--- src/hw/rtl/fr_pkg.sv ---
`timescale 1ns / 1ps
// ----------------------------------------------------------------------------
// fr_pkg
// shared widths and fixed-point constants of the fresnel reflectance block
// ----------------------------------------------------------------------------
package fr_pkg;

	localparam int unsigned COORD_W = 16;   // signed q2.14 vector component
	localparam int unsigned IOR_W   = 16;   // unsigned q4.12 index
	localparam int unsigned REFL_W  = 17;   // unsigned q1.16 reflectance
	localparam int unsigned DOT_W   = 34;   // exact dot product, q.28
	localparam int unsigned COS_W   = 29;   // q0.28, up to 1.0
	localparam int unsigned SQ_W    = 57;   // square of a q0.28 value
	localparam int unsigned C16_W   = 17;   // q0.16, up to 1.0
	localparam int unsigned TERM_W  = 33;   // index times q0.16 cosine
	localparam int unsigned RATIO_W = 31;   // q0.30 ratio magnitude
	localparam int unsigned RFRAC   = 30;

	localparam logic [IOR_W-1:0]  ONE_Q12   = 16'd4096;
	localparam logic [IOR_W-1:0]  MIN_INDEX = 16'd1024;
	localparam logic [SQ_W-1:0]   ONE_SQ    = 57'd1 << 56;
	localparam logic [RATIO_W-1:0] RATIO_ONE = 31'd1 << 30;
	localparam logic [REFL_W-1:0] REFL_ONE  = 17'd65536;

endpackage

--- src/hw/rtl/fr_sqrt.sv ---
`timescale 1ns / 1ps
// ----------------------------------------------------------------------------
// fr_sqrt
// pipelined floor square root, one root bit per stage, side data carried along
// ----------------------------------------------------------------------------
module fr_sqrt
	import fr_pkg::*;
#(
	parameter int unsigned W  = SQ_W,
	parameter int unsigned SW = 1
) (
	input  logic                   clk,
	input  logic                   arst_n,
	input  logic                   en,
	input  logic                   vin,
	input  logic [W-1:0]           rad,
	input  logic [SW-1:0]          side_i,
	output logic                   vout,
	output logic [(W+1)/2-1:0]     root,
	output logic [SW-1:0]          side_o
);

	localparam int unsigned RW = (W + 1) / 2;
	localparam int unsigned AW = 2 * RW;

	logic          v_s    [0:RW];
	logic [AW-1:0] rem_s  [0:RW];
	logic [RW-1:0] root_s [0:RW];
	logic [SW-1:0] side_s [0:RW];

	assign v_s[0]    = vin;
	assign rem_s[0]  = AW'(rad);
	assign root_s[0] = '0;
	assign side_s[0] = side_i;

	for (genvar i = 0; i < RW; i++) begin : g_stage
		localparam int unsigned K = RW - 1 - i;
		logic [AW-1:0] cand;
		logic          take;

		always_comb begin
			cand = (AW'(root_s[i]) << (K + 1)) | (AW'(1) << (2 * K));
			take = rem_s[i] >= cand;
		end

		always_ff @(posedge clk or negedge arst_n) begin
			if (!arst_n) begin
				v_s[i+1] <= 1'b0;
			end else if (en) begin
				v_s[i+1] <= v_s[i];
			end
		end

		always_ff @(posedge clk) begin
			if (en) begin
				rem_s[i+1]  <= take ? rem_s[i] - cand : rem_s[i];
				root_s[i+1] <= take ? root_s[i] | (RW'(1) << K) : root_s[i];
				side_s[i+1] <= side_s[i];
			end
		end
	end

	assign vout   = v_s[RW];
	assign root   = root_s[RW];
	assign side_o = side_s[RW];

endmodule

--- config.mk ---
export PLATFORM = sky130hd
export DESIGN_NAME = fr_sqrt
export DESIGN_NICKNAME = d
export VERILOG_FILES = /design/src/hw/rtl/fr_pkg.sv /design/src/hw/rtl/fr_sqrt.sv
export SDC_FILE = /design/constraint.sdc
export NUM_CORES = 2
export LEC_CHECK = 0
export ABC_AREA = 1
export BUFFER_PORTS_ARGS = -buffer_cell sky130_fd_sc_hd__clkbuf_2
export CAP_MARGIN = 30
export CELL_PAD_IN_SITES_DETAIL_PLACEMENT = 1
export CELL_PAD_IN_SITES_GLOBAL_PLACEMENT = 1
export CORE_MARGIN = 1
export CORE_UTILIZATION = 53
export DETAILED_ROUTE_END_ITERATION = 6
export GPL_ROUTABILITY_DRIVEN = 0
export PLACE_DENSITY = 0.89
export SLEW_MARGIN = 30
export SYNTH_ARGS = -nofsm -noshare
export SYNTH_HDL_FRONTEND = slang
export SYNTH_SLANG_ARGS = --single-unit
--- constraint.sdc ---
create_clock -name clk -period 6.5 [get_ports clk]
set_input_delay 1.3 -clock clk [delete_from_list [all_inputs] [get_ports clk]]
set_output_delay 1.3 -clock clk [all_outputs]
set_load 0.005 [all_outputs]
# Word level (Yosys, flattened, before mapping)
# Index checks and enable logic that the tools add are counted.
# classes
add_sub_neg	28
n_lt_le_gt_ge	29
muxes	29
# op_table
op	n
two-way mux 58 bit	27
greater-or-equal comparator 58 x 30 -> 1 bit	1
greater-or-equal comparator 58 x 31 -> 1 bit	1
greater-or-equal comparator 58 x 32 -> 1 bit	1
greater-or-equal comparator 58 x 33 -> 1 bit	1
greater-or-equal comparator 58 x 34 -> 1 bit	1
greater-or-equal comparator 58 x 35 -> 1 bit	1
greater-or-equal comparator 58 x 36 -> 1 bit	1
greater-or-equal comparator 58 x 37 -> 1 bit	1
greater-or-equal comparator 58 x 38 -> 1 bit	1
greater-or-equal comparator 58 x 39 -> 1 bit	1
greater-or-equal comparator 58 x 40 -> 1 bit	1
greater-or-equal comparator 58 x 41 -> 1 bit	1
greater-or-equal comparator 58 x 42 -> 1 bit	1
greater-or-equal comparator 58 x 43 -> 1 bit	1
greater-or-equal comparator 58 x 44 -> 1 bit	1
greater-or-equal comparator 58 x 45 -> 1 bit	1
greater-or-equal comparator 58 x 46 -> 1 bit	1
greater-or-equal comparator 58 x 47 -> 1 bit	1
greater-or-equal comparator 58 x 48 -> 1 bit	1
greater-or-equal comparator 58 x 49 -> 1 bit	1
greater-or-equal comparator 58 x 50 -> 1 bit	1
greater-or-equal comparator 58 x 51 -> 1 bit	1
greater-or-equal comparator 58 x 52 -> 1 bit	1
36 further kinds	36
# totals
wordCells	230
register_bits	2523
in_bits	62

# Depth between registers and ports, before layout
# depth
word_depth	2
ltp_mapped	17
depth_no_buf	16

# Worst setup path after synthesis
# No wires, ideal clock.
# synth_timing
path_kind	register to register
startpoint	register rem_s[311] (netlist name)
endpoint	register rem_s[277] (netlist name), data pin
setup_time_ns	0.255
period_less_slack_ns	2.182
stages_incl_launch_ff	14
path_buffers	2
setup_slack_ns	4.318
t_arrival_ns	1.927
cell_sequence	edfxtp_1 > ha_1 > nand2_1 > inv_1 > a21oi_1 > inv_1 > a21oi_1 > nand2_2 > nand2_2 > nand3_4 > inv_2 > buf_6 > buf_6 > a21oi_2
# synth_between
elab_chain_len	2
elab_cells_between_ends	3
classes_between	1 x add/sub; 1 x order compare; 1 x mux
# synth_rtl
element	line_no	source
start: declaration	fr_sqrt.sv:27	logic [AW-1:0] rem_s [0:RW];
start signal: indexed assignment	fr_sqrt.sv:56	rem_s[i+1] <= take ? rem_s[i] - cand : rem_s[i];
subtractor 58 x 34 -> 58 bit or greater-or-equal comparator 58 x 34 -> 1 bit (tied branches)	fr_sqrt.sv:56, fr_sqrt.sv:43	
two-way mux 58 bit *	fr_sqrt.sv:56	
# Every way passes the cells marked *; elsewhere a longest branch is shown, timed or not.
# A chain may end at the register's enable or synchronous reset.

# Final worst setup path
# layout_timing
startpoint	register rem_s[144] (netlist name)
endpoint	register rem_s[105] (netlist name), data pin
# layout_between
elab_chain_len	2
elab_cells_between_ends	3
classes_between	1 x add/sub; 1 x order compare; 1 x mux
# layout_rtl
element	line_no
subtractor 58 x 31 -> 58 bit or greater-or-equal comparator 58 x 31 -> 1 bit (tied branches)	fr_sqrt.sv:56, fr_sqrt.sv:43
two-way mux 58 bit *	fr_sqrt.sv:56
# Marks and branches as above.

==> results.cfg <==
[sta]
fmax_ghz = 0.234
clock_skew_ps = 93.9
finalHoldWorstSlack_ps = 416
hold_violations = 0
setup_viol = 0
period_share = 0.657
timing.setup.tns_ps = 0
finalMaxSlewViolations = 0
tightest_slew_ps = 1080
grt_setup_unrepaired = false
min_period_ps = 4270
setup_slack_ps = 2230
relSlewSlack = 0.279

[yosys]
synth-main-ff-cell = edfxtp_1
yosysSeqAreaShare = 0.523
synthArstFlopShare = 0.0137
syn_avg_cell_area_sq_um = 8.28
syn_inst = 14600
synthMuxAreaShare = 0.0000928
synthXorXnorAreaFrac = 0.0280
synth-simple-area-share = 0.274
synth_top_family_by_area = simple AND/OR/NAND/NOR gates
synth-compound-area-share = 0.0426
synth_edf_count = 2088
synth_adder_area_share = 0.0475
synth-seq-cells = 2117
syn_area_sq_um = 121000
yosys_warnings = 0
synthDistinctLibCells = 59

[cells_and_area]
final_cell_mix = nand2_1 (4,947), inv_1 (2,496), edfxtp_1 (2,088)
final_cell_area_sq_um = 133000
layout.nets = 15400
area_growth_pct = 9.38
drive_gt1_frac = 0.0422
fin_util = 0.583
layout_commonest_cell = nand2_1
fin_cells = 18100

[status]
status = finished, violations left
violations = DRC

[flow_run]
max_cap_viol_count = 0

[clock_tree]
cts_num_sinks = 2117
worstSkewPairLatency_ps = 980
cts_tree = built
htreeDepth = 4
clockBufferDepth = 3
cts_setup_buffers = 0
postCtsResizedCells = 0
cts-root-buf = clkbuf_16
cts_hold_buf = 0
cts.reportedPaths.clkPinSlew_ps = 70
numCtsBuffers = 224

[power]
p_int_mw = 27.9
powerDensity_nw_per_um2 = 338
power.share.switching = 0.378
p_sw_mw = 16.9
p_leak_nw = 59.9
clock_power_share = 0.293
pwr-share-comb = 0.284
power_mw = 44.9
power_frac_seq = 0.423
irDropWorstVdd_v = 0.000340

[setup_path]
reg2reg_from = rem_s[144]$_DFFE_PP_
critPathCaptureType = register
setup.worst_path.class = reg -> reg
worstPathRequired_ps = 7130
crit_chain = ha_1, nand2_1, inv_1, nand2_1, nand2_1, a21oi_1, nand2_1, nor2_1, nand2_1, inv_2, buf_4, a21oi_2
worst_setup_path_start_kind = register
max_stage_delay_ps = 980
worst_path_max_delay_cell = inv_2
critPathLaunch = rem_s[144]$_DFFE_PP_
cp_max_fo = 47
critical_path.most_common_cell = nand2_1
arrival_ps = 4900

[place]
portBuffers = 92
place_inst = 17700
preCtsSetupSlack_ps = 2420
dp_hpwl_mm = 345
dpl_cell_area_sq_um = 125000

[die]
fp-row-count = 175
ios = 93
die_y_um = 480
die-area_sq_um = 231000
core_sq_um = 227000
die_w_um = 480
initial_utilization = 0.533

[detailed_routing]
drc = 1
routedWlPerCell_um = 25.9
drt_iter0_markers = 10900
ant_nets = 0
first_pass_iters = 7
drt-total-wl_mm = 469
via_count = 108000
viasPerCell = 5.97

[global_routing]
grt_max_degree = 151
grt_use_total = 0.403
grt_pass1_vias = 113000
grt_pass1_wl_mm = 697
antenna_found_initial = 30
gr-total-overflow = 0

[worst_hold_path]
holdCritStartpoint = rem_s[655]$_DFFE_PP_
worstHoldPathType = reg -> reg
## worst paths after layout
check                                        to  slack, ps  cells past startpoint
max reg2reg                rem_s[105]$_DFFE_PP_       2230                     12
min in group asynchronous   v_s[27]$_DFFE_PN0P_        430                      1
max in group asynchronous   v_s[16]$_DFFE_PN0P_       5580                      1
min reg2reg                rem_s[597]$_DFFE_PP_        420                      0
min                        rem_s[597]$_DFFE_PP_        420                      0
max                        rem_s[105]$_DFFE_PP_       2230                     12
## Yosys cell counts, types with 29 or more instances
cell type / n / area (sq um)
xnor2_1: 168 / 1470
nor3_1: 142 / 711
nor4_1: 108 / 676
dfrtp_1: 29 / 726
nor2_1: 1601 / 6010
nand4_1: 270 / 1690
inv_1: 2496 / 9370
nor2_2: 29 / 181
nand3_1: 793 / 3970
edfxtp_1: 2088 / 62700
nand2_1: 4947 / 18600
xor2_1: 220 / 1930
a21oi_2: 38 / 333
ha_1: 460 / 5760
o21ai_0: 220 / 1100
o21ai_1: 92 / 460
a21oi_1: 516 / 2580
nand3b_1: 95 / 713
buf_2: 64 / 320
## power by group through the flow
stage / logic, mW / clock network [mW] / registers [mW]
after floorplan: 7.83 / 0 / 18.1
after global placement: 11.2 / 0 / 18.9
after detailed placement: 11.9 / 0 / 19.1
after CTS: 12.3 / 13.2 / 18.9
after global routing: 13.7 / 13.6 / 19.0
final: 12.7 / 13.1 / 19.0
## worst max-delay path, delay by kind of cell, from the launching register on
family	cells	cell delay, ps
AO/OA/AOI/OAI	2	350
adder cells (fa/ha/maj)	1	400
buffers and inverters	3	1550
flip-flops	1	430
AND/OR/NAND/NOR	6	1200
## state kept, by name (all words and copies together), names as in the netlist
signal        cells
rem_s          1624
g_stage.cand    406
root             29
side_s           28
v_s              28
side_o            1
vout              1
## logic make-up (layout without fill, tap and decap cells)
kind of cell,after synthesis,after routing
other,1,8
muxes,1,1
DFF,2117,2117
adders and majority gates,460,460
buffers and inverters,2642,3077
and+or+nand+nor,8086,8086
xor gates and xnor gates,388,388
AOI/OAI and AO/OA,952,952
## final cells by class
type	count	area (sq um)
Fill cell	27100	94800
Sequential cell	2117	63400
Multi-Input combinational cell	9889	47600
Inverter	2525	9490
Clock buffer	265	5790
Tap cell	3009	3760
Clock inverter	152	1590
Timing Repair Buffer	135	956
Antenna cell	6	15.0
## layer usage
layer | vias to the layer above | global-route usage | wire length [um]
li1 | 47700 | - | -
met1 | 51700 | 0.437 | 161000
met2 | 6233 | 0.664 | 217000
met3 | 2425 | 0.0905 | 39400
met4 | 30 | 0.355 | 50900
met5 | - | 0.00104 | 218
(Power assumes the default switching activity.)
